==> src/design/motor_speed_pi_with_slew_unit_assert.svh <==
// Assertion macros for the motor speed PI unit.
// Included by the top level; expects clk and rst_n in scope.
`ifndef MOTOR_SPEED_PI_WITH_SLEW_UNIT_ASSERT_SVH
`define MOTOR_SPEED_PI_WITH_SLEW_UNIT_ASSERT_SVH
`ifndef NO_ASSERTIONS
`define MSPS_ASSERT_IMPL(lbl, ante, cons, msg) \
  lbl: assert property (@(posedge clk) disable iff (!rst_n) (ante) |-> (cons)) \
    else $error(msg);
`define MSPS_ASSERT_NEXT(lbl, ante, cons, msg) \
  lbl: assert property (@(posedge clk) disable iff (!rst_n) (ante) |=> (cons)) \
    else $error(msg);
`else
`define MSPS_ASSERT_IMPL(lbl, ante, cons, msg)
`define MSPS_ASSERT_NEXT(lbl, ante, cons, msg)
`endif
`endif

==> src/design/msps_pkg.sv <==
// Shared constants, register codes and request types of the motor speed PI unit.
// No dependencies.
`default_nettype none
package msps_pkg;
  localparam int WINDOW_LEN_DEF        = 10;
  localparam int CONTROL_PERIOD_MS_DEF = 100;
  localparam int MAX_GAP_MS_DEF        = 100;

  localparam int DRIVE_LIMIT = 65280;
  localparam int SPEED_SCALE = 4000;
  localparam int MS_PER_S    = 1000;
  localparam int DU_SHIFT    = 20;

  // ms-to-s scaling: 1000 = 8 * 125 and 256 / 1000 = 32 / 125; divide by 125
  // through a reciprocal that is exact for operands below 2^31
  localparam int          GAIN_PRESHIFT = 3;
  localparam int          SLEW_NUM      = 32;
  localparam int          SCL_W         = 31;
  localparam logic [31:0] RECIP125      = 32'd2199023256;
  localparam int          RECIP125_SH   = 38;

  localparam int DIV_W = 40;
  localparam int DVS_W = 16;
  localparam int MA_W  = 33;
  localparam int MB_W  = 25;

  localparam int CFG_IDX_W  = 3;
  localparam int CFG_DATA_W = 24;

  localparam logic [CFG_IDX_W-1:0] REG_TARGET     = 3'd0;
  localparam logic [CFG_IDX_W-1:0] REG_PROP_GAIN  = 3'd1;
  localparam logic [CFG_IDX_W-1:0] REG_INTEG_GAIN = 3'd2;
  localparam logic [CFG_IDX_W-1:0] REG_BOOT_DRIVE = 3'd3;
  localparam logic [CFG_IDX_W-1:0] REG_BOOT_DUR   = 3'd4;
  localparam logic [CFG_IDX_W-1:0] REG_SLEW       = 3'd5;

  localparam logic signed [20:0] TARGET_RST     = 21'sd600;
  localparam logic [23:0]        PROP_GAIN_RST  = 24'd234881;
  localparam logic [23:0]        INTEG_GAIN_RST = 24'd15099;
  localparam logic [7:0]         BOOT_DRIVE_RST = 8'd20;
  localparam logic [15:0]        BOOT_DUR_RST   = 16'd200;
  localparam logic [15:0]        SLEW_RST       = 16'd800;

  typedef struct packed {
    logic             start;
    logic [DIV_W-1:0] dividend;
    logic [DVS_W-1:0] divisor;
  } div_req_t;

  typedef struct packed {
    logic            start;
    logic [MA_W-1:0] a;
    logic [MB_W-1:0] b;
  } mul_req_t;
endpackage
`default_nettype wire

==> src/design/msps_div.sv <==
// Restoring unsigned divider, one quotient bit per cycle.
// Depends on msps_pkg.
`default_nettype none
module msps_div (
  input  wire logic              clk,
  input  wire logic              rst_n,
  input  wire msps_pkg::div_req_t req,
  output logic                   done,
  output logic [msps_pkg::DIV_W-1:0] quot
);
  import msps_pkg::*;
  localparam int CW = $clog2(DIV_W);

  logic             busy_r, busy_nxt, done_r, done_nxt;
  logic [CW-1:0]    cnt_r, cnt_nxt;
  logic [DVS_W-1:0] rem_r, rem_nxt, dvs_r, dvs_nxt;
  logic [DIV_W-1:0] quo_r, quo_nxt;
  logic [DVS_W:0]   trial;

  always_comb begin
    busy_nxt = busy_r;
    done_nxt = 1'b0;
    cnt_nxt  = cnt_r;
    rem_nxt  = rem_r;
    dvs_nxt  = dvs_r;
    quo_nxt  = quo_r;
    trial    = {rem_r, quo_r[DIV_W-1]};
    if (req.start) begin
      busy_nxt = 1'b1;
      cnt_nxt  = CW'(DIV_W - 1);
      rem_nxt  = '0;
      dvs_nxt  = req.divisor;
      quo_nxt  = req.dividend;
    end else if (busy_r) begin
      // shift in one dividend bit, subtract when it fits
      if (trial >= {1'b0, dvs_r}) begin
        rem_nxt = DVS_W'(trial - {1'b0, dvs_r});
        quo_nxt = {quo_r[DIV_W-2:0], 1'b1};
      end else begin
        rem_nxt = trial[DVS_W-1:0];
        quo_nxt = {quo_r[DIV_W-2:0], 1'b0};
      end
      cnt_nxt = cnt_r - 1'b1;
      if (cnt_r == '0) begin
        busy_nxt = 1'b0;
        done_nxt = 1'b1;
      end
    end
  end

  always_ff @(posedge clk) begin
    if (!rst_n) begin
      busy_r <= 1'b0;
      done_r <= 1'b0;
    end else begin
      busy_r <= busy_nxt;
      done_r <= done_nxt;
    end
    cnt_r <= cnt_nxt;
    rem_r <= rem_nxt;
    dvs_r <= dvs_nxt;
    quo_r <= quo_nxt;
  end

  assign done = done_r;
  assign quot = quo_r;
endmodule
`default_nettype wire

==> config.mk <==
export PLATFORM = sky130hd
export DESIGN_NAME = msps_div
export DESIGN_NICKNAME = d
export VERILOG_FILES = /design/src/design/motor_speed_pi_with_slew_unit_assert.svh /design/src/design/msps_pkg.sv /design/src/design/msps_div.sv
export SDC_FILE = /design/constraint.sdc
export NUM_CORES = 1
export LEC_CHECK = 0
export ABC_CLOCK_PERIOD_IN_PS = 2400
export BUFFER_PORTS_ARGS = -buffer_cell sky130_fd_sc_hd__buf_2
export CORE_MARGIN = 5
export CORE_UTILIZATION = 49
export DETAILED_ROUTE_END_ITERATION = 12
export GPL_TIMING_DRIVEN = 0
export PLACE_DENSITY = 0.77
export SYNTH_ARGS = -nofsm -noshare
export SYNTH_HDL_FRONTEND = slang
export SYNTH_SLANG_ARGS = --single-unit
==> constraint.sdc <==
create_clock -name clk -period 2.4 [get_ports clk]
set_input_delay 0.36 -clock clk [delete_from_list [all_inputs] [get_ports clk]]
set_output_delay 0.36 -clock clk [all_outputs]
set_load 0.005 [all_outputs]
Yosys cells after proc, flatten, opt, wreduce, memory -nomap -nowiden. Cells that the tools add are included.

Add/subtract/negate cells: 2. Order comparisons: 1. Muxes and demuxes: 8. Bitwise gates (word level): 2. Reductions and logical operators: 3.

Operator list (number): $mux W40 (2); $ge A17 B16 Y1 (1); $mux W16 (1); $sub A16 B16 Y16 (1); $logic_not A6 Y1 (1); $sub A6 B1 Y6 const B (1); $mux W1 (5); $reduce_or A3 Y1 (1); $not A1 Y1 (2); $reduce_bool A2 Y1 (1).

Register bits: 80. Input bits: 59.

Depth between registers and ports, before layout.
Depth after elaboration: 4. Mapped depth: 12. Mapped depth without buffers: 10.

Worst setup path after synthesis. OpenSTA, ideal clock, no wires.

Path type: reg2reg. Start: register quo_r[39], in the netlist quot[39]. End: register rem_r[12]. Library setup time: 122 ps. Arrival: 2134 ps. Required time: 2278 ps. Slack: 144 ps. Stages on the path, launching flop included: 11. Path through: edfxtp_1 -> inv_1 -> ha_1 -> fa_1 -> nand2b_1 -> a21oi_1 -> a31o_1 -> a21oi_1 -> a31oi_1 -> xor2_1 -> a311o_1.

Longest elaborated chain between the ends: 2.

RTL lines: start: declaration (line msps_div.sv:17) `logic [DIV_W-1:0] quo_r, quo_nxt;`; start signal: assignment (line msps_div.sv:62) `quo_r <= quo_nxt;`; $sub A16 B16 Y16 / $ge A17 B16 Y1 (equally long branches) (line msps_div.sv:37, msps_div.sv:36); $mux W16 * (line msps_div.sv:36) `if (trial >= {1'b0, dvs_r}) begin`; end signal: assignment (line msps_div.sv:60) `rem_r <= rem_nxt;`; end: declaration (line msps_div.sv:16) `logic [DVS_W-1:0] rem_r, rem_nxt, dvs_r, dvs_nxt;`.

Mark *: on every way between the ends. The rest lies on a longest branch, timed or not. A chain may end at the register's enable or synchronous reset.

Worst setup path after layout. Same ends and word-level chain as after synthesis.

==> impl_metrics.ini <==
[route]
wl_per_cell_um = 16.69
drt_pass1_iterations = 4
viasPerCell = 5.432
wl_um = 9964
drt_iter0_markers = 126
dr_total_vias = 3243
ant_nets = 0
drc = 0

[yosys]
synth_common_cells = 56 x edfxtp_1, 45 x nand2_1, 40 x mux2_2, 33 x nor2_1, 24 x dfxtp_1
synthCells = 373
synth_edf_count = 56
synth_top_cell_by_area = edfxtp_1
yosys_register_bits = 80
synth_nets = 451
seq_area_frac_synth = 0.5135
synth_area_leaders = edfxtp_1 40%, dfxtp_1 11%, mux2_2 11%
ys.flop_type = edfxtp_1
post-synth-top-count-cell = edfxtp_1
avgSynthCellArea_um2 = 11.29
netlist_area_mm2 = 0.004210
yosysWarnings = 0
synth_top_area_share = 0.3994
async_flop_share = 0
yosysUniqueCellTypes = 49

[power]
power_frac_comb = 0.238
vdd_drop_max_mv = 0.4710
p_per_area_mw_per_mm2 = 701.7
p_leak_nw = 2.140
swShare = 0.2894
p_seq_frac = 0.459
power.net_switching_mw = 1.070
power.share.clock = 0.304
p_int_mw = 2.627

[worst_setup_path]
critPathMaxStageDelay_ns = 0.40
arrival_ns = 2.58
crit_type = reg -> reg
critPathBufInv = 1
cp_max_fo = 4
required_ns = 2.65
critPathSlowestCell = fa_2
start_kind = register
worstSetupEndpointType = register
path_delay_family = compound AO/OA/AOI/OAI gates
cp_cell_sequence = inv_1, ha_2, fa_2, nand2b_4, a21oi_4, a31o_1, a21oi_2, a31oi_1, xor2_1, a311o_1

[global_routing]
grt_pass1_vias = 3155
use_met1 = 0.2281
met3_usage = 0.02774
track_usage = 0.1850
grt_pass1_wl_um = 15050
antenna_found_initial = 0
busiest_layer = met2
grt_start_max_net_pins = 21
met2_usage = 0.3237
overflow = 0

[sta]
drv_slew = 0
finalHoldViolCount = 0
tns_ns = 0
fin_skew_ns = 0.01195
fmax_mhz = 429.8
max-slew-margin-rel = 0.5802
worst_slew_pin_slew_ns = 0.6297
fin_crit_ns = 2.327
setup_violations = 0
rsz0062_at_grt = true
period_share = 0.9694

[floorplanning]
pin_count = 100
die-area_mm2 = 0.01055
design.core.area_mm2 = 0.008299
rows = 33
start_util = 0.5073
die_y_um = 102.7
die_x_um = 102.7

[clock_tree]
ctsHtreeMaxLevel = 3
postCtsHoldBufs = 0
cts-root-buf = clkbuf_8
cts_sinks = 80
numCtsBuffers = 9
cts_tree = done
clk_pin_slew_worst_paths_ns = 0.09
clock_latency_ns = 0.36
max-clock-path-buffers = 2

[min_path]
hold_path_class = in -> reg

[layout]
fill_cells = 652
final_util = 0.6349
area_growth_syn_to_layout_pct = 25.14
final_layout_size_suffix_gt1_frac = 0.4207
antenna_cells = 0
fin_nets = 565

[place]
portBuffers = 99
gp_congestion = 0.9259
dpl.hpwl_um = 7166

[run_status]
status = completed

[flow_run]
max_cap_violations = 0
[flip-flops by register name (all words and copies together), names as in the netlist]
name,flops
cnt_r,6
rem_r,16
quot,40
dvs_r,16
done,1
busy_r,1
[metrics by stage]
step | hold slack (ns) | total power [mW] | cell area (um^2) | std cells | setup slack [ns]
6_report | 0.1747 | 3.697 | 5269 | 597 | 0.07333
5_1_grt | 0.1685 | 3.861 | 5269 | 597 | -0.01852
4_1_cts | 0.1602 | 3.636 | 5110 | 594 | 0.009746
3_5_place_dp | 0.4945 | 2.498 | 4837 | 577 | -0.8337
3_3_place_gp | 0.4642 | 2.471 | 4837 | 577 | -0.7207
2_1_floorplan | 0.4486 | 2.236 | 4210 | 373 | 0.1439
[logic make-up (layout without fill, tap and decap cells)]
| family | Yosys count | after routing | share of synthesized area |
|---|---|---|---|
| xor gates and xnor gates | 14 | 14 | 0.02912 |
| muxes | 41 | 41 | 0.1097 |
| buffers and inverters | 38 | 156 | 0.04012 |
| DFF | 80 | 80 | 0.5135 |
| adders and majority gates | 19 | 19 | 0.05825 |
| AOI/OAI and AO/OA | 63 | 63 | 0.1192 |
| and+or+nand+nor | 118 | 119 | 0.1302 |
[power by group through the flow]
stage          sequential (mW)  combinational (mW)  clock (mW)
2_1_floorplan             1.72               0.520           0
3_3_place_gp              1.72               0.755           0
3_5_place_dp              1.72               0.774           0
4_1_cts                   1.69               0.800        1.14
5_1_grt                   1.71               0.959        1.19
6_report                  1.70               0.878        1.12
[final timing paths]
kind | start | slack [ns] | endpoint | cells past startpoint
worst max-delay path | quot[39] | 0.07 | rem_r[12] | 10
worst min-delay path | req[8] | 0.17 | dvs_r[8] | 1
worst max register to register | quot[39] | 0.07 | rem_r[12] | 10
worst min register to register | cnt_r[1] | 0.52 | cnt_r[1] | 2
[cell usage in the layout (no fill, tap or decap), types with 4 or more instances in the layout]
cell type / netlist / final
xnor2_1: 6 / 6
ha_4: 0 / 5
ha_1: 18 / 10
a21oi_4: 1 / 4
nand2_1: 45 / 43
clkbuf_1: 12 / 12
a21oi_1: 14 / 10
mux2_2: 40 / 40
buf_4: 0 / 5
nand3_1: 6 / 6
clkbuf_8: 0 / 9
a21oi_2: 3 / 4
nand2b_1: 9 / 8
nor2_1: 33 / 31
a311oi_2: 7 / 8
edfxtp_1: 56 / 56
xor2_1: 8 / 8
dfxtp_1: 24 / 24
nor3_1: 4 / 4
inv_1: 20 / 19
buf_2: 3 / 99
nand4_1: 4 / 4
o21ai_0: 10 / 10
[layer usage]
metal	wire, um	up-vias
met1	4089	1561
met3	414	17
met4	194	0
met5	0	-
met2	5266	85
li1	-	1580
[cell type report]
cell class	count	area (um^2)	share of cell area
Tap cell	105	131.4	0.02493
Clock inverter	6	92.59	0.01757
Buffer	18	110.1	0.02090
Clock buffer	10	127.6	0.02422
Multi-Input combinational cell	256	2052	0.3895
Inverter	20	75.07	0.01425
Sequential cell	80	2162	0.4104
Timing Repair Buffer	102	518.0	0.09831
[timing repair]
action | 4_1_cts | 5_1_grt
gates resized for setup | 11 | 33
setup buffers | 0 | 3
cloned | 1 | 0
endpoints found under the setup margin | 44 | 34
pin swaps | 6 | 15
Power figures use the tool's default switching activity.
