===== src/design/motor_speed_pi_with_slew_unit_assert.svh =====
// Assertion macros for the motor speed PI unit.
// Included by the top level; expects clk and rst_n in scope.
`ifndef MOTOR_SPEED_PI_WITH_SLEW_UNIT_ASSERT_SVH
`define MOTOR_SPEED_PI_WITH_SLEW_UNIT_ASSERT_SVH
`ifndef NO_ASSERTIONS
`define MSPS_ASSERT_IMPL(lbl, ante, cons, msg) \
  lbl: assert property (@(posedge clk) disable iff (!rst_n) (ante) |-> (cons)) \
    else $error(msg);
`define MSPS_ASSERT_NEXT(lbl, ante, cons, msg) \
  lbl: assert property (@(posedge clk) disable iff (!rst_n) (ante) |=> (cons)) \
    else $error(msg);
`else
`define MSPS_ASSERT_IMPL(lbl, ante, cons, msg)
`define MSPS_ASSERT_NEXT(lbl, ante, cons, msg)
`endif
`endif


===== src/design/msps_pkg.sv =====
// Shared constants, register codes and request types of the motor speed PI unit.
// No dependencies.
`default_nettype none
package msps_pkg;
  localparam int WINDOW_LEN_DEF        = 10;
  localparam int CONTROL_PERIOD_MS_DEF = 100;
  localparam int MAX_GAP_MS_DEF        = 100;

  localparam int DRIVE_LIMIT = 65280;
  localparam int SPEED_SCALE = 4000;
  localparam int MS_PER_S    = 1000;
  localparam int DU_SHIFT    = 20;

  // ms-to-s scaling: 1000 = 8 * 125 and 256 / 1000 = 32 / 125; divide by 125
  // through a reciprocal that is exact for operands below 2^31
  localparam int          GAIN_PRESHIFT = 3;
  localparam int          SLEW_NUM      = 32;
  localparam int          SCL_W         = 31;
  localparam logic [31:0] RECIP125      = 32'd2199023256;
  localparam int          RECIP125_SH   = 38;

  localparam int DIV_W = 40;
  localparam int DVS_W = 16;
  localparam int MA_W  = 33;
  localparam int MB_W  = 25;

  localparam int CFG_IDX_W  = 3;
  localparam int CFG_DATA_W = 24;

  localparam logic [CFG_IDX_W-1:0] REG_TARGET     = 3'd0;
  localparam logic [CFG_IDX_W-1:0] REG_PROP_GAIN  = 3'd1;
  localparam logic [CFG_IDX_W-1:0] REG_INTEG_GAIN = 3'd2;
  localparam logic [CFG_IDX_W-1:0] REG_BOOT_DRIVE = 3'd3;
  localparam logic [CFG_IDX_W-1:0] REG_BOOT_DUR   = 3'd4;
  localparam logic [CFG_IDX_W-1:0] REG_SLEW       = 3'd5;

  localparam logic signed [20:0] TARGET_RST     = 21'sd600;
  localparam logic [23:0]        PROP_GAIN_RST  = 24'd234881;
  localparam logic [23:0]        INTEG_GAIN_RST = 24'd15099;
  localparam logic [7:0]         BOOT_DRIVE_RST = 8'd20;
  localparam logic [15:0]        BOOT_DUR_RST   = 16'd200;
  localparam logic [15:0]        SLEW_RST       = 16'd800;

  typedef struct packed {
    logic             start;
    logic [DIV_W-1:0] dividend;
    logic [DVS_W-1:0] divisor;
  } div_req_t;

  typedef struct packed {
    logic            start;
    logic [MA_W-1:0] a;
    logic [MB_W-1:0] b;
  } mul_req_t;
endpackage
`default_nettype wire


===== src/design/msps_mul.sv =====
// Shift-add unsigned multiplier, one multiplier bit per cycle.
// Depends on msps_pkg.
`default_nettype none
module msps_mul (
  input  wire logic              clk,
  input  wire logic              rst_n,
  input  wire msps_pkg::mul_req_t req,
  output logic                   done,
  output logic [msps_pkg::MA_W+msps_pkg::MB_W-1:0] prod
);
  import msps_pkg::*;
  localparam int PW = MA_W + MB_W;
  localparam int CW = $clog2(MB_W);

  logic            busy_r, busy_nxt, done_r, done_nxt;
  logic [CW-1:0]   cnt_r, cnt_nxt;
  logic [PW-1:0]   acc_r, acc_nxt, ash_r, ash_nxt;
  logic [MB_W-1:0] b_r, b_nxt;

  always_comb begin
    busy_nxt = busy_r;
    done_nxt = 1'b0;
    cnt_nxt  = cnt_r;
    acc_nxt  = acc_r;
    ash_nxt  = ash_r;
    b_nxt    = b_r;
    if (req.start) begin
      busy_nxt = 1'b1;
      cnt_nxt  = CW'(MB_W - 1);
      acc_nxt  = '0;
      ash_nxt  = PW'(req.a);
      b_nxt    = req.b;
    end else if (busy_r) begin
      if (b_r[0]) begin
        acc_nxt = acc_r + ash_r;
      end
      ash_nxt = {ash_r[PW-2:0], 1'b0};
      b_nxt   = {1'b0, b_r[MB_W-1:1]};
      cnt_nxt = cnt_r - 1'b1;
      if (cnt_r == '0) begin
        busy_nxt = 1'b0;
        done_nxt = 1'b1;
      end
    end
  end

  always_ff @(posedge clk) begin
    if (!rst_n) begin
      busy_r <= 1'b0;
      done_r <= 1'b0;
    end else begin
      busy_r <= busy_nxt;
      done_r <= done_nxt;
    end
    cnt_r <= cnt_nxt;
    acc_r <= acc_nxt;
    ash_r <= ash_nxt;
    b_r   <= b_nxt;
  end

  assign done = done_r;
  assign prod = acc_r;
endmodule
`default_nettype wire


===== config.mk =====
export PLATFORM = sky130hd
export DESIGN_NAME = msps_mul
export DESIGN_NICKNAME = d
export VERILOG_FILES = /design/src/design/motor_speed_pi_with_slew_unit_assert.svh /design/src/design/msps_pkg.sv /design/src/design/msps_mul.sv
export SDC_FILE = /design/constraint.sdc
export NUM_CORES = 1
export LEC_CHECK = 0
export BUFFER_PORTS_ARGS = -buffer_cell sky130_fd_sc_hd__buf_2
export CAP_MARGIN = 10
export CELL_PAD_IN_SITES_DETAIL_PLACEMENT = 1
export CELL_PAD_IN_SITES_GLOBAL_PLACEMENT = 1
export CORE_UTILIZATION = 46
export CTS_BUF_LIST = sky130_fd_sc_hd__clkbuf_2 sky130_fd_sc_hd__clkbuf_4 sky130_fd_sc_hd__clkbuf_8
export DETAILED_ROUTE_END_ITERATION = 8
export PLACE_DENSITY_LB_ADDON = 0.1
export SYNTH_ARGS = -nofsm -noshare
export SYNTH_HDL_FRONTEND = slang
export SYNTH_SLANG_ARGS = --single-unit
export TNS_END_PERCENT = 1

===== constraint.sdc =====
create_clock -name clk -period 3.4 [get_ports clk]
set_clock_uncertainty 0.15 [all_clocks]
set_input_delay 0.68 -clock clk [delete_from_list [all_inputs] [get_ports clk]]
set_output_delay 0.68 -clock clk [all_outputs]
set_load 0.01 [all_outputs]

# Yosys cells after proc, flatten, opt, wreduce, memory -nomap -nowiden
# Cells that the tools add are included.
dict set report totals {
  regBits 148
  word_cells 23
}
dict set report op_classes {
  muxes 8
  bitwise 2
  n_addsub 2
  n_reduce_logical 4
}
# operator count
set op_table {}
lappend op_table {{two-way mux 33 bit} 2}
lappend op_table {{adder 58 bit} 1}
lappend op_table {{two-way mux 25 bit} 2}
lappend op_table {{zero test 5 bit} 1}
lappend op_table {{subtractor 5 x 1 -> 5 bit, second input constant} 1}
lappend op_table {{two-way mux 1 bit} 4}
lappend op_table {{OR reduction 3 bit} 1}
lappend op_table {{inverter 1 bit} 2}
lappend op_table {{AND reduction 2 bit} 1}
lappend op_table {{nonzero test 2 bit} 1}

# Logic depth before layout (Yosys ltp)
dict set report logic_depth {
  ltp_word 4
  mapped_depth 13
}

# Worst setup path after synthesis
# No wires, ideal clock.
dict set report synth_path {
  path_type {register -> register}
  start {register acc_r[0] (netlist: prod[0])}
  end {register acc_r[46] (netlist: prod[46])}
  synth_period_minus_slack_ns 3.142
  path_stages_with_launch 14
  setup_ns 0.062
  path_buffers 0
  arrival_time_ns 2.930
  setup_slack_ns 0.258
  path_cell_list {dfxtp_1 ha_1 inv_1 fa_1 nor2b_1 o2111ai_1 nand2_1 a31oi_1 o31ai_2 a31oi_2 o21bai_1 a221oi_2 or4_1 nand3_1}
}
dict set report synth_between {
  elab_chain_cells 1
}
# element line_no
set synth_rtl {}
lappend synth_rtl {{from (decl)} msps_mul.sv:17} ;# logic [PW-1:0] acc_r, acc_nxt, ash_r, ash_nxt;
lappend synth_rtl {{from (signal assigned)} msps_mul.sv:56} ;# acc_r <= acc_nxt;
lappend synth_rtl {{adder 58 bit} msps_mul.sv:35} ;# acc_nxt = acc_r + ash_r;
# Every way passes these cells.
# A chain may end at the register's enable or synchronous reset.

# Final worst setup path
dict set report layout_path {
  start {register ash_r[17]}
  end {register acc_r[55] (netlist: prod[55])}
}
dict set report layout_between {
  elab_chain_cells 1
}
# element line_no
set layout_rtl {}
lappend layout_rtl {{from (decl)} msps_mul.sv:17}
lappend layout_rtl {{from (signal assigned)} msps_mul.sv:57} ;# ash_r <= ash_nxt;
lappend layout_rtl {{adder 58 bit} msps_mul.sv:35}
# Every way passes these cells.

==> reports/metrics.csv <==
metric,value,unit
run status,completed,
"Seq/Total Area, Yosys",39.5,%
Critical Path Slowest Stage Cell,or4_1,
Mapped Nets,1102,
total gr overflow,0,
Final Slew Violations,0,
number of DRC violations after detailed-routing iteration 0,350,
CTS Buffer Depth,2,
core area,0.0189,mm²
post-synthesis cell type count,69,
drt total wl,24500,µm
CP peak stage delay,470,ps
Ports,120,
largest net degree at the start of global routing,47,
"EDFF count, synth",58,
Peak VDD IR,0.262,mV
critical path class,reg -> reg,
fraction of layout cells with a size suffix above 1,25.9,%
area grow syn2layout,17.9,%
diode count,0,
RSZ-0062 raised after global routing,yes,
routability cong.,0.852,
H-tree depth,4,
number of global-route vias before repair,7978,
Critical Path Source Type,register,
DIE WIDTH,142,µm
worst rel slew slack,64.9,%
YS warnings,0,
Wirelength per Cell,17.6,µm
fillcell total,2266,
CTS tree,yes,
DP HPWL,18200,µm
async set-reset flop share out of synthesis,0,%
Cell Pwr Density,425,mW/mm²
cell family with most CP delay,compound AO/OA/AOI/OAI gates,
WP data arrival,3570,ps
maxcap violations,0,
first-pass GRT wire length,40200,µm
total track usage,25.2,%
cts hold-fix bufs,0,
crit share post-route,98.0,%
Inserted Clock Buffers,17,
worst path buffer plus inverter count,1,
Hold WS,296,ps
latest clock arrival within the worst-skew pair,470,ps
Die Y,142,µm
clk slew on worst S/H paths,100,ps
power consumption,4.49,mW
"Req. time, crit path",3640,ps
Post-synth top flop,dfxtp_1,
Final Hold Fails,0,
clk root buf,clkbuf_8,
Synth Cell Area,0.00896,mm²
Leak,4.66,nW
via count,7728,
Mapped Cells,982,
initial antenna violation count,0,
starting density of the core,47.4,%
Vias/cell,5.55,
Mapped Avg Cell Area,9.13,µm²
drt pass-1 iters,4,
Sink Count,148,
crit path max fanout,4,
Die ar.,0.0200,mm²
flop-to-flop setup slack,70,ps
Setup-failing EPs final,0,
PortBufs,119,
row count,50,
HP Class,in -> reg,
Yosys reg bits,148,
Max Freq,0.300,GHz
Setup crit end kind,register,
crit-path cells,ha_1 > nand4_1 > buf_4 > nor4_2 > o21ai_1 > a31oi_1 > o41a_1 > nor2_2 > o31a_1 > o21a_1 > or4_1 > o211ai_1,
fin nets,1239,
Final Critical Period,3330,ps
Tightest Pin Transition,526,ps
DRC viols,0,
ANT nets after route,0,
-- cell usage in the layout, fill, tap and decap left out, types with 15 or more instances in the layout --
| master | netlist | routed |
|---|---|---|
| a21o_1 | 28 | 28 |
| a21oi_1 | 108 | 103 |
| buf_2 | 6 | 118 |
| buf_4 | 4 | 55 |
| clkbuf_8 | 0 | 17 |
| dfxtp_1 | 90 | 89 |
| edfxtp_1 | 58 | 58 |
| ha_1 | 58 | 56 |
| mux2_2 | 55 | 55 |
| mux2i_1 | 28 | 28 |
| nand2_1 | 144 | 144 |
| nand3_1 | 20 | 20 |
| nor2_1 | 65 | 64 |
| nor3_1 | 15 | 15 |
| o21ai_0 | 42 | 38 |
| xnor2_1 | 27 | 27 |
| xor2_1 | 24 | 24 |
-- power breakdown --
part	internal (mW)	leakage (nW)	switching [mW]	total (mW)
clock network	0.688	0.209	0.826	1.51
logic	0.408	3.14	0.516	0.925
registers	1.98	1.31	0.0753	2.05
total	3.07	4.66	1.42	4.49
-- path summary, 6_finish.rpt --
check | from | to | depth (start not counted)
setup / recovery | ash_r[17] | prod[55] | 12
hold / removal | rst_n | done | 3
setup reg to reg | ash_r[17] | prod[55] | 12
hold reg to reg | prod[0] | prod[0] | 2
-- cells in the mapped netlist (all sizes together) (3+ instances only) --
| cell type | n | area (µm²) |
|---|---|---|
| nor2b | 8 | 50.1 |
| xnor2 | 27 | 236 |
| nand3b | 9 | 67.6 |
| ha | 58 | 726 |
| mux2 | 56 | 634 |
| o31ai | 4 | 35.0 |
| nand4 | 14 | 103 |
| nand2 | 145 | 547 |
| nor4 | 6 | 37.5 |
| and3 | 6 | 42.5 |
| inv | 14 | 52.6 |
| a211oi | 6 | 45.0 |
| o21a | 7 | 53.8 |
| a21o | 28 | 210 |
| buf | 20 | 97.6 |
| nand3 | 20 | 100 |
| nor3 | 15 | 75.1 |
| a31oi | 11 | 75.1 |
| xor2 | 24 | 210 |
| nand2b | 7 | 43.8 |
| clkbuf | 36 | 135 |
| mux2i | 28 | 280 |
| or3 | 6 | 42.5 |
| edfxtp | 58 | 1740 |
| or4 | 3 | 22.5 |
| o21ai | 47 | 239 |
| and2 | 8 | 50.1 |
| o2111ai | 3 | 26.3 |
| a21oi | 111 | 567 |
| o21bai | 7 | 52.6 |
| a21boi | 5 | 37.5 |
| nor2 | 65 | 244 |
| dfxtp | 90 | 1800 |
-- cells by family (layout without fill, tap and decap cells) --
logic type,Yosys count,count (layout),share of synthesized area (%)
AND/OR/NAND/NOR,321,321,16.8
XOR/XNOR,51,51,4.98
buffers and inverters,70,220,3.18
AO/OA/AOI/OAI,249,249,17.0
adder cells (fa/ha/maj),59,59,8.32
flip-flops,148,148,39.5
multiplexers,84,84,10.2
-- final cells by class --
type | count | area, µm² | area share [%]
inverters | 14 | 52.6 | 0.497
multi-input cells | 764 | 5200 | 49.2
well taps | 260 | 325 | 3.08
repair buffers | 174 | 1020 | 9.69
clock buffers | 17 | 234 | 2.21
flip-flops and latches | 148 | 3540 | 33.5
clock inverters | 15 | 186 | 1.76
-- worst register-to-register path, stage by stage, from the launching register on --
cell and delay, ps:
edfxtp_1 400, ha_1 310, nand4_1 180, buf_4 210
nor4_2 260, o21ai_1 110, a31oi_1 210, o41a_1 270
nor2_2 90, o31a_1 290, o21a_1 200, or4_1 470
o211ai_1 100
-- state kept, by name, summed over array words and instances, names as in the netlist --
name    flops
ash_r      58
b_r        25
busy_r      1
cnt_r       5
done        1
prod       58
-- per-layer routing --
layer,up-vias,global-route usage [%],wire (µm)
met5,-,0,0
met4,0,7.70,484
met3,40,4.59,650
met2,113,43.9,12000
met1,3750,31.6,11400
li1,3825,-,-
-- timing repair --
action | in CTS | in global routing
buffers inserted | 0 | 1
endpoints found under the hold margin | 0 | 0
endpoints found under the setup margin | 1 | 12
pin swaps | 0 | 5
resized for setup | 1 | 20
-- through the flow --
| step | setup slack [ps] | setup TNS (ps) | util, % | std cells | cell area (µm²) |
|---|---|---|---|---|---|
| 2_1_floorplan | 258 | 0 | - | 982 | 8960 |
| 3_3_place_gp | -90.5 | -222 | 53.3 | 1359 | 10100 |
| 3_5_place_dp | 9.26 | 0 | 53.3 | 1359 | 10100 |
| 4_1_cts | 12.6 | 0 | 55.6 | 1391 | 10500 |
| 5_1_grt | -34.0 | -141 | 55.9 | 1392 | 10600 |
| 6_report | 67.6 | 0 | 55.9 | 1392 | 10600 |
Note: power is estimated with default switching activity, not from simulation.
