### config.mk
export PLATFORM = sky130hd
export DESIGN_NAME = msps_ram
export DESIGN_NICKNAME = d
export VERILOG_FILES = /design/src/design/motor_speed_pi_with_slew_unit_assert.svh /design/src/design/msps_ram.sv
export SDC_FILE = /design/constraint.sdc
export NUM_CORES = 1
export LEC_CHECK = 0
export ABC_AREA = 1
export BUFFER_PORTS_ARGS = -buffer_cell sky130_fd_sc_hd__buf_2
export CAP_MARGIN = 20
export CORE_MARGIN = 2
export CORE_UTILIZATION = 45
export DETAILED_ROUTE_END_ITERATION = 8
export PLACE_DENSITY_LB_ADDON = 0.08
export SYNTH_ARGS = -nofsm -noshare
export SYNTH_HDL_FRONTEND = slang
export SYNTH_SLANG_ARGS = --single-unit
### constraint.sdc
create_clock -name clk -period 2.1 [get_ports clk]
set_clock_uncertainty 0.05 [all_clocks]
set_input_delay 0.21 -clock clk [delete_from_list [all_inputs] [get_ports clk]]
set_output_delay 0.21 -clock clk [all_outputs]
set_load 0.005 [all_outputs]
### src/design/motor_speed_pi_with_slew_unit_assert.svh
// Assertion macros for the motor speed PI unit.
// Included by the top level; expects clk and rst_n in scope.
`ifndef MOTOR_SPEED_PI_WITH_SLEW_UNIT_ASSERT_SVH
`define MOTOR_SPEED_PI_WITH_SLEW_UNIT_ASSERT_SVH
`ifndef NO_ASSERTIONS
`define MSPS_ASSERT_IMPL(lbl, ante, cons, msg) \
  lbl: assert property (@(posedge clk) disable iff (!rst_n) (ante) |-> (cons)) \
    else $error(msg);
`define MSPS_ASSERT_NEXT(lbl, ante, cons, msg) \
  lbl: assert property (@(posedge clk) disable iff (!rst_n) (ante) |=> (cons)) \
    else $error(msg);
`else
`define MSPS_ASSERT_IMPL(lbl, ante, cons, msg)
`define MSPS_ASSERT_NEXT(lbl, ante, cons, msg)
`endif
`endif

### src/design/msps_ram.sv
// Generic single-write, single-read RAM with registered read data.
// No dependencies.
`default_nettype none
module msps_ram #(
  parameter int WIDTH = 32,
  parameter int DEPTH = 10
) (
  input  wire logic                                    clk,
  input  wire logic                                    we,
  input  wire logic [((DEPTH > 1) ? $clog2(DEPTH) : 1)-1:0] waddr,
  input  wire logic [WIDTH-1:0]                        wdata,
  input  wire logic [((DEPTH > 1) ? $clog2(DEPTH) : 1)-1:0] raddr,
  output logic      [WIDTH-1:0]                        rdata
);
  logic [WIDTH-1:0] mem [DEPTH];

  always_ff @(posedge clk) begin
    if (we) begin
      mem[waddr] <= wdata;
    end
    rdata <= mem[raddr];
  end
endmodule
`default_nettype wire

Word level (Yosys, flattened, before mapping):

Memories as Yosys holds them, arrays and structs flattened. A register that Yosys moved wholly into a read port is not among the register bits.
Index checks and enable logic that the tools add are counted.

* RAM bits: 320
* input bits: 42
* word-level logic and storage cells: 3
* bits in registers: 0
* memories: 1

Memories
* mem: words 10, width 32, read ports 1, clocked after memory_dff 1, write ports 1, RTL line msps_ram.sv:15 `logic [WIDTH-1:0] mem [DEPTH];`

* multiplexer cells: 2

Operator list (number)
* $mux 1: 2

Longest topological paths before layout:

Gate-level depths: netlist of the first run.

* word-level depth: 2
* mapped depth: 10
* gate-level depth less buffers: 7

Worst setup path before layout of the first run:

Ideal clock, no wire load.

* path kind: input to register
* from: in waddr[2] in the netlist's numbering
* to: mem mem[4][0], enable pin
* arrival: 1.782 ns
* slack: -0.153 ns
* stages on the path: 4
* data required time: 1.629 ns
* path through: inv_1 > nor2_1 > nand2_1 > nor2_1

RTL lines
* start, declared: RTL line msps_ram.sv:10 `input wire logic [((DEPTH > 1) ? $clog2(DEPTH) : 1)-1:0] waddr,`
* end, declared: RTL line msps_ram.sv:15

No word-level cell before the write port.

Worst setup path after layout of the first run:

* from: reg rdata[14], read port of mem
* to: out rdata[14]

RTL lines
* start, declared: RTL line msps_ram.sv:13 `output logic [WIDTH-1:0] rdata`

No word-level cell between the ends.

==> results.cfg, run 1 <==
[grt]
grt_pass1_wl_um = 47100
antenna_found_initial = 0
grt_max_degree = 88
grt_pass1_vias = 8459
grt_overflow = 0
grt_util_all_layers_pct = 18.4

[logic_synthesis]
synth-simple-area-share_pct = 18.4
synth.area.mux_share_pct = 0
syn_area_per_cell_um2 = 11.1
yosys.area.top_type = edfxtp_1
synth_compound_area_share_pct = 1.13
synth.area.top_cells = edfxtp_1 68%, nand2_1 9.5%, nand3_1 6.8%
synth_xor_xnor_area_share_pct = 0
syn_area_um2 = 14100
synthCells = 1270
synth.distinct_cells = 16
yosysTopAreaCellShare_pct = 68.1
ys_ff_latch = 352
ys_warn_count = 0
synth_top_family_by_area = simple AND/OR/NAND/NOR gates
syn-num-nets = 1312
ys_seq_area_share_pct = 72.6
synth_fa_ha_area_share_pct = 0

[worst_setup_path]
path_cells = buf_2
r2r_end = rdata[14]$_DFF_P_
worstPathMaxFanout = 1
crit_end = rdata[14]
critPathLaunchType = flop
crit_buf_inv = 1
end_kind = primary output
cpLargestDelayFamily = flip-flops
rrSetupSlack_ns = 1.08
crit_cells = 1
cp.required_ns = 1.84
slowest_stage = dfxtp_1
crit_type = reg -> out
reg2reg_depth = 2
critPathMaxStageDelay_ns = 0.40
worstPathArrival_ns = 1.05
r2r-start = mem[9][14]$_DFFE_PP_
cp-startpoint = rdata[14]$_DFF_P_

[placement]
postPlaceCellArea_um2 = 15100
gp_congestion = 0.706
dpl.hpwl_um = 15300
portBuffers = 73

[detailed_routing]
avgViaCountPerCell = 4.86
drc_errors = 0
wl_per_cell_um = 16.4
drt-total-wl_um = 29500
wl_met3_um = 1210
highest_layer = met4
final_antenna_net_count = 0
first_pass_iters = 4
wl_met1_um = 13900
met2_length_um = 13800
vias = 8753
drt_iter0_markers = 543

[clock_network]
h-tree-depth = 2
path_clk_slew_ns = 0.06
clk_path_buf_depth = 3
cts_tree = yes
cts_sinks = 352
postCtsSetupRepairBufs = 0
clock-root-buffer = clkbuf_16
numCtsBuffers = 37
clk-insertion-delay-late_ns = 0.51

[finish]
multiInputGateArea_um2 = 2830
layout.area.seq_um2 = 10200
antenna_cells = 0
nets = 1422
drive_above_1_share_pct = 11.2
final_design_area_no_fill_um2 = 16500
area_growth_pct = 16.8
fillCellCount = 2638
finalCoreUtilization_pct = 53.6

[timing]
relSlewSlack_pct = 63.9
tightest_slew_ns = 0.542
setup_violations = 0
drv_slew = 0
fin_crit_ns = 1.31
fin_crit_sh_pct = 62.3
fmax_mhz = 764
hold_viol_final = 0
rsz0062_at_grt = false

[floorplanning]
ios = 74
rows = 64
fp.dieH_um = 181
core_um2 = 30700
die_area_um2 = 32800
fp.dieW_um = 181
initial_core_util_pct = 45.9

[hold_path]
hold_path.class = in -> reg

[job]
drv_cap = 0

[power_and_ir_drop]
p_per_area_nw_per_um2 = 900
ir_drop_mv = 0.698
leakage_uw = 0.00683

[run_status]
run_status = completed
==> through the flow <==
step / setup TNS (ns) / hold WS, ns / power, µW / setup slack (ns) / std cells
final: 0 / 0.0359 / 14800 / 0.791 / 1801
after global routing: 0 / 0.0243 / 15400 / 0.751 / 1801
after CTS: 0 / 0.0112 / 15000 / 0.789 / 1801
after detailed placement: 0 / 0.393 / 8880 / 0.535 / 1706
after global placement: 0 / 0.391 / 8870 / 0.537 / 1706
after floorplan: -39.12 / 0.259 / 8510 / -0.153 / 1270
==> layer usage <==
metal | GRT usage [%] | vias up
met2 | 30.5 | 156
met5 | 0 | -
met1 | 25.5 | 4197
met3 | 2.90 | 42
met4 | 4.42 | 0
li1 | - | 4358
==> report_power, final <==
part / leakage, µW / switching (µW) / internal (µW) / total [µW]
Clock: 0.000539 / 2470 / 3600 / 6070
Sequential: 0.00316 / 42.9 / 7830 / 7870
Combinational: 0.00313 / 583 / 306 / 889
Total: 0.00683 / 3100 / 11700 / 14800
==> final cells by class <==
type / instances / area share [%]
Sequential cell: 352 / 62.2
Multi-Input combinational cell: 658 / 17.2
Timing Repair Buffer: 132 / 6.30
Clock buffer: 55 / 6.21
Inverter: 199 / 4.55
Tap cell: 396 / 3.01
Clock inverter: 9 / 0.539
==> repair_timing <==
| action | CTS | global route |
|---|---|---|
| hold buffers | 31 | 0 |
| resized for setup | 0 | 0 |
| endpoints found under the hold margin | 310 | 0 |
==> cell usage after synthesis, drive strengths merged <==
master	number
buf	47
edfxtp	320
inv	199
clkbuf	14
nor2	75
nand3	193
o21ai	32
nand3b	1
nand2	357
dfxtp	32
==> cell usage in the layout (no fill, tap or decap) <==
| cell | n |
|---|---|
| nand3b_1 | 1 |
| o21ai_0 | 32 |
| dlygate4sd3_1 | 31 |
| edfxtp_1 | 320 |
| nor2_1 | 65 |
| buf_12 | 12 |
| clkinv_1 | 5 |
| nand2_1 | 357 |
| nand3_1 | 193 |
| nor2_4 | 10 |
| inv_1 | 196 |
| clkinv_2 | 2 |
| inv_4 | 1 |
| clkbuf_1 | 15 |
| bufinv_16 | 2 |
| clkbuf_8 | 3 |
| buf_4 | 17 |
| inv_2 | 2 |
| buf_2 | 72 |
| clkbuf_16 | 37 |
| dfxtp_1 | 32 |
==> registers in the layout, indices dropped and copies added (netlist names) <==
signal	flops
rdata	32
mem	320
==> cells by family (layout without fill, tap and decap cells) <==
kind of cell           after synthesis  after routing
AO/OA/AOI/OAI                       32             32
AND/OR/NAND/NOR                    626            626
buffers and inverters              260            395
flip-flops                         352            352
==> worst min-delay path by stage <==
| stage | startpoint | end | cells past startpoint |
|---|---|---|---|
| floorplan | wdata[0] | mem[0][0]$_DFFE_PP_ | 0 |
| global placement | mem[9][9]$_DFFE_PP_ | rdata[9]$_DFF_P_ | 2 |
| detailed placement | mem[9][22]$_DFFE_PP_ | rdata[22]$_DFF_P_ | 2 |
| CTS | wdata[31] | mem[6][31]$_DFFE_PP_ | 1 |
| global route | wdata[31] | mem[4][31]$_DFFE_PP_ | 1 |
| finish | wdata[31] | mem[7][31]$_DFFE_PP_ | 1 |
Power figures use the tool's default switching activity.
==> run 2: changes to the inputs <==
==> constraint.sdc (replaced) <==
create_clock -name clk -period 1.4 [get_ports clk]
set_clock_uncertainty 0.05 [all_clocks]
set_input_delay 0.14 -clock clk [delete_from_list [all_inputs] [get_ports clk]]
set_output_delay 0.14 -clock clk [all_outputs]
set_load 0.005 [all_outputs]
==> run 2 against run 1 <==
Sequential cell count unchanged. Cell count up 1.1%. Largest power group unchanged. Final area up 2.6%. Total power up 54%. Core utilization up 1.4 points. Clock power up 59%. Critical path depth unchanged. Die area unchanged.
==> results.cfg, run 2 (synthesis results as in run 1) <==
[clock_network]
cts_tree = yes
h-tree-depth = 2
clk-insertion-delay-late_ns = 0.52
path_clk_slew_ns = 0.06
postCtsSetupRepairBufs = 0
clock-root-buffer = clkbuf_16
numCtsBuffers = 39
cts.hold.buffers_added = 32
clk_path_buf_depth = 3
cts_resized = 0
cts_sinks = 352

[worst_setup_path]
cpLargestDelayFamily = flip-flops
slowest_stage = dfxtp_1
worstPathArrival_ns = 0.94
cp.required_ns = 1.21
critPathLaunchType = flop
end_kind = primary output
critPathMaxStageDelay_ns = 0.31
crit_type = reg -> out
rrSetupSlack_ns = 0.34
worstPathMaxFanout = 1
path_cells = buf_2
crit_buf_inv = 1

[floorplanning]
initial_core_util_pct = 45.9
rows = 64
core_um2 = 30700
fp.dieW_um = 181
ios = 74
fp.dieH_um = 181
die_area_um2 = 32800

[detailed_routing]
final_antenna_net_count = 0
drt_iter0_markers = 447
vias = 8805
drc_errors = 0
wl_per_cell_um = 16.7
drt-total-wl_um = 30400
first_pass_iters = 4
avgViaCountPerCell = 4.84

[finish]
drive_above_1_share_pct = 12.4
area_growth_pct = 19.8
largest_register_ffs = 320
layout_commonest_cell = nand2_1
nets = 1438
antenna_cells = 0
final_design_area_no_fill_um2 = 16900
largest_registers = mem: 320 flops, rdata: 32 flops
final_cell_mix = 357 x nand2_1, 320 x edfxtp_1, 196 x inv_1, 193 x nand3_1, 72 x buf_2
top_register = mem

[grt]
grt-busiest-layer = met2
grt_overflow = 0
use_met2_pct = 31.3
grt_util_all_layers_pct = 19.0
grt_pass1_vias = 8772
grt_pass1_wl_um = 48300
grt_use_met1_pct = 26.1
grt_max_degree = 65
antenna_found_initial = 0
met3_usage_pct = 2.66

[power_and_ir_drop]
ir_drop_mv = 0.924
p_per_area_nw_per_um2 = 1350
leakage_uw = 0.00701

[placement]
dp_slack_ns = 0.0618
portBuffers = 73
gp_congestion = 0.721
dpl.hpwl_um = 17400
postPlaceCellArea_um2 = 15400

[timing]
hold_ws_ns = 0.0222
setup_slack_ns = 0.268
fin_crit_sh_pct = 80.9
rsz0062_at_grt = false
fmax_mhz = 883
tightest_slew_ns = 0.357
relSlewSlack_pct = 76.2
setup_violations = 0
drv_slew = 0
hold_viol_final = 0
fin_crit_ns = 1.13

[job]
drv_cap = 0

[hold_path]
hold_path.class = in -> reg

[run_status]
run_status = completed
[run 2: tightest hold or removal path: cells and delay by family]
family,cells,cell delay [ns]
AND/OR/NAND/NOR,3,0.18
AO/OA/AOI/OAI,1,0.07
buffers and inverters,1,0.15
[run 2: report_power, final]
group,internal (µW),switching [µW],leakage [µW]
Combinational,518,909,0.00327
Sequential,11700,57.9,0.00316
Clock,5800,3850,0.000585
[run 2: path summary, 6_finish.rpt]
kind / cells past startpoint / end / from
hold reg to reg: 2 / rdata[20]$_DFF_P_ / mem[9][20]$_DFFE_PP_
setup reg to reg: 6 / rdata[13]$_DFF_P_ / mem[5][13]$_DFFE_PP_
hold / removal: 5 / rdata[21]$_DFF_P_ / raddr[0]
setup / recovery: 1 / rdata[7] / rdata[7]$_DFF_P_
[run 2: layout make-up]
class / instances / area [µm²]
multi-input cells: 658 / 2830
repair buffers: 146 / 1380
fillers: 2630 / 13800
inverters: 199 / 749
well taps: 396 / 495
flip-flops and latches: 352 / 10200
clock inverters: 13 / 139
clock buffers: 56 / 1060
[run 2: metrics by stage]
stage	util, %	setup TNS [ns]	instances	total power, µW
final	55.0	0	1820	22900
after CTS	55.0	0	1820	23200
after global placement	50.0	0	1719	13400
after global routing	55.0	0	1820	23700
after floorplan	-	-54.81	1270	12800
after detailed placement	50.0	0	1719	13400
[run 2: metal layers]
layer	share of wire, %	wire length, µm
met5	0	0
met4	2.5	748
met3	4.2	1290
met2	47	14200
met1	46	14100
==> run 3: changes to the inputs <==
--- a/config.mk
+++ b/config.mk
@@ -5,7 +5,7 @@
 export SDC_FILE = /design/constraint.sdc
 export NUM_CORES = 1
 export LEC_CHECK = 0
-export ABC_AREA = 1
+export ABC_AREA = 0
 export BUFFER_PORTS_ARGS = -buffer_cell sky130_fd_sc_hd__buf_2
 export CAP_MARGIN = 20
 export CORE_MARGIN = 2
==> constraint.sdc (replaced) <==
create_clock -name clk -period 0.93 [get_ports clk]
set_clock_uncertainty 0.05 [all_clocks]
set_input_delay 0.093 -clock clk [delete_from_list [all_inputs] [get_ports clk]]
set_output_delay 0.093 -clock clk [all_outputs]
set_load 0.005 [all_outputs]
==> run 3 against run 2 <==
The run now ends with negative setup slack left. Worst setup slack worse by 0.47 ns. Synthesized cell count is 45% lower. Global-route usage is 0.27 points lower. First-iteration DRC count is 5.1% higher. Largest power group unchanged. Highest routed layer unchanged. Hold slack gained 0.053 ns. Routed wire length increased by 1.5%. Count of clock-buffer cells in the layout is 9 lower. Core utilization rose by 6.7 points. Sequential share of layout area fell by 3.0 points. Cell count shrank 27%. Area after synthesis is 5.8% lower. Clock power up 43%.
==> results.cfg, run 3 <==
[logic_synthesis]
synth_fa_ha_area_share_pct = 0
synth.area.top_cells = edfxtp_1 72%, mux2_2 7.6%, dfxtp_1 4.8%
ys_seq_area_share_pct = 77.1
synth_flop_cell = edfxtp_1
syn_area_um2 = 13300
postSynth.asyncResetShare_pct = 0
ys_warn_count = 0
synthTopCellsByCount = 320 x edfxtp_1, 90 x mux2_2, 64 x mux2i_1
syn-num-nets = 740
synth-simple-area-share_pct = 1.67
synthCells = 698
yosysTopAreaCellShare_pct = 72.3
yosys.area.top_type = edfxtp_1
synth_edf_count = 320
synth.distinct_cells = 22
synth.area.mux_share_pct = 13.0
synth_compound_area_share_pct = 6.59
syn_area_per_cell_um2 = 19.0
synth_top_family_by_area = multiplexers
ys_ff_latch = 352
synth_xor_xnor_area_share_pct = 0
synth.most_common_cell = edfxtp_1

[worst_setup_path]
worstPathArrival_ns = 1.31
r2r_end = rdata[0]$_DFF_P_
crit_path_frequent_cell = buf_6
path_cells = buf_6 -> or3b_4 -> buf_12 -> buf_8 -> nor2_4 -> buf_6 -> clkbuf_16
cpLargestDelayFamily = buffers and inverters
crit_buf_inv = 5
crit_type = in -> reg
reg2reg_depth = 3
crit_cells = 7
critPathMaxStageDelay_ns = 0.42
critPathLaunchType = primary input
worstPathMaxFanout = 6
cp.required_ns = 1.11
r2r-start = mem[6][0]$_DFFE_PP_
rrSetupSlack_ns = -0.19
cp-startpoint = waddr[2]
end_kind = flop
crit_end = mem[3][31]$_DFFE_PP_
slowest_stage = or3b_4

[floorplanning]
initial_core_util_pct = 46.1
core_um2 = 28900
fp.dieH_um = 176
rows = 62
ios = 74
die_area_um2 = 30900
fp.dieW_um = 176

[detailed_routing]
first_pass_iters = 4
drt_iter0_markers = 470
final_antenna_net_count = 0
vias = 7122
avgViaCountPerCell = 5.36
wl_per_cell_um = 23.2
drt-total-wl_um = 30800
drc_errors = 0

[clock_network]
clk_path_buf_depth = 3
cts_sinks = 352
numCtsBuffers = 36
clock-root-buffer = clkbuf_16
cts_tree = yes
path_clk_slew_ns = 0.06
clk-insertion-delay-late_ns = 0.52
h-tree-depth = 2

[timing]
tightest_slew_ns = 0.348
setup_slack_ns = -0.199
setup_violations = 219
fin_crit_sh_pct = 121
drv_slew = 0
fin_crit_ns = 1.13
hold_ws_ns = 0.0756
fmax_mhz = 886
rsz0062_at_grt = true
hold_viol_final = 0
relSlewSlack_pct = 76.8

[grt]
grt_pass1_vias = 7411
grt_overflow = 0
grt_pass1_wl_um = 43300
use_met2_pct = 32.8
grt_use_met1_pct = 24.0
grt_max_degree = 29
grt-busiest-layer = met2
met3_usage_pct = 3.64
antenna_found_initial = 2
grt_util_all_layers_pct = 18.7

[power_and_ir_drop]
total_power_uw = 34200
switchingPower_uw = 7060
clockPowerShare_pct = 40.5
swShare_pct = 20.6
p_per_area_nw_per_um2 = 1920
ir_drop_mv = 1.60
intPower_uw = 27200
power_frac_seq_pct = 51.9
leakage_uw = 0.00643
combPwrFrac_pct = 7.6

[placement]
gp_congestion = 0.758
postPlaceCellArea_um2 = 15100
portBuffers = 73
dpl.hpwl_um = 17100
numPlacedInstances = 1190

[finish]
drive_above_1_share_pct = 45.1
final_design_area_no_fill_um2 = 17800
final_cell_mix = 320 x edfxtp_1, 67 x buf_2, 64 x mux2i_1, 52 x clkbuf_16, 50 x mux2_2
area_growth_pct = 33.9
top_register = mem
layout_commonest_cell = edfxtp_1
largest_register_ffs = 320
stdcell_count = 1329
fillCellCount = 2125
nets = 959
largest_registers = mem: 320 flops, rdata: 32 flops

[hold_path]
hold_path.class = in -> reg
hp-start = raddr[3]

[job]
drv_cap = 0

[run_status]
run_status = finished, violations left
violations = negative setup slack
## run 3: changes by cell type in the layout (fill, tap and decap cells not counted), moves of 50 or more
cell / change
nor2_1: -65
nand2_1: -324
nand3_1: -193
mux2_2: +50
mux2i_1: +64
inv_1: -196
## run 3: cell families after synthesis
logic type / after synthesis
AO/OA/AOI/OAI: 96
flip-flops: 352
multiplexers: 160
buffers and inverters: 38
AND/OR/NAND/NOR: 52
## run 3: final cells by class
cell class / instances / area, µm² / area share (%)
sequential: 352 / 10300 / 57.6
timing repair buffer: 219 / 2510 / 14.1
antenna: 1 / 2.50 / 0.0141
clock inverter: 18 / 143 / 0.801
clock buffer: 47 / 1000 / 5.64
tap: 384 / 480 / 2.70
multi-input combinational: 308 / 3400 / 19.1
## run 3: worst reg2reg max path, delay by kind of cell, from the launching register on
family	cells	cell delay, ns
flip-flops	1	0.37
multiplexers	1	0.30
AO/OA/AOI/OAI	2	0.29
## run 3: worst min-delay path by stage
| stage | depth (start not counted) | end |
|---|---|---|
| after global placement | 1 | mem[9][4]$_DFFE_PP_ |
| after detailed placement | 1 | mem[8][30]$_DFFE_PP_ |
| after CTS | 4 | rdata[19]$_DFF_P_ |
| after floorplan | 0 | mem[0][0]$_DFFE_PP_ |
| after global routing | 3 | rdata[20]$_DFF_P_ |
| final | 4 | rdata[19]$_DFF_P_ |
## run 3: power by group through the flow
stage                     Clock (µW)  Combinational (µW)  Sequential, µW
final                          13800                2600           17800
after global routing           14800                2780           17800
after CTS                      14100                2450           17800
after detailed placement           0                2140           18100
after global placement             0                2100           18100
after floorplan                    0                1150           18100
## run 3: routing by layer
layer	wire length (µm)	part of all wire, %
met3	1530	5.0
met5	0	0
met1	12900	42
met4	768	2.5
met2	15600	51
## run 3: per-stage QoR
step           worst slack, ns  TNS (ns)  utilization (%)
4_1_cts                 -0.185    -22.29             59.5
5_1_grt                 -0.231    -30.89             61.7
2_1_floorplan           -0.922   -203.01                -
3_3_place_gp            -0.572   -157.55             52.4
6_report                -0.199    -26.69             61.7
3_5_place_dp            -0.606   -168.18             52.4
## run 3: what timing repair did
item,in CTS,in global routing
pin swaps,8,15
gates cloned,6,17
resized for setup,72,46
setup buffers,9,13
hold endpoints to repair,320,0
hold buffers,32,0
setup endpoints to repair,167,307
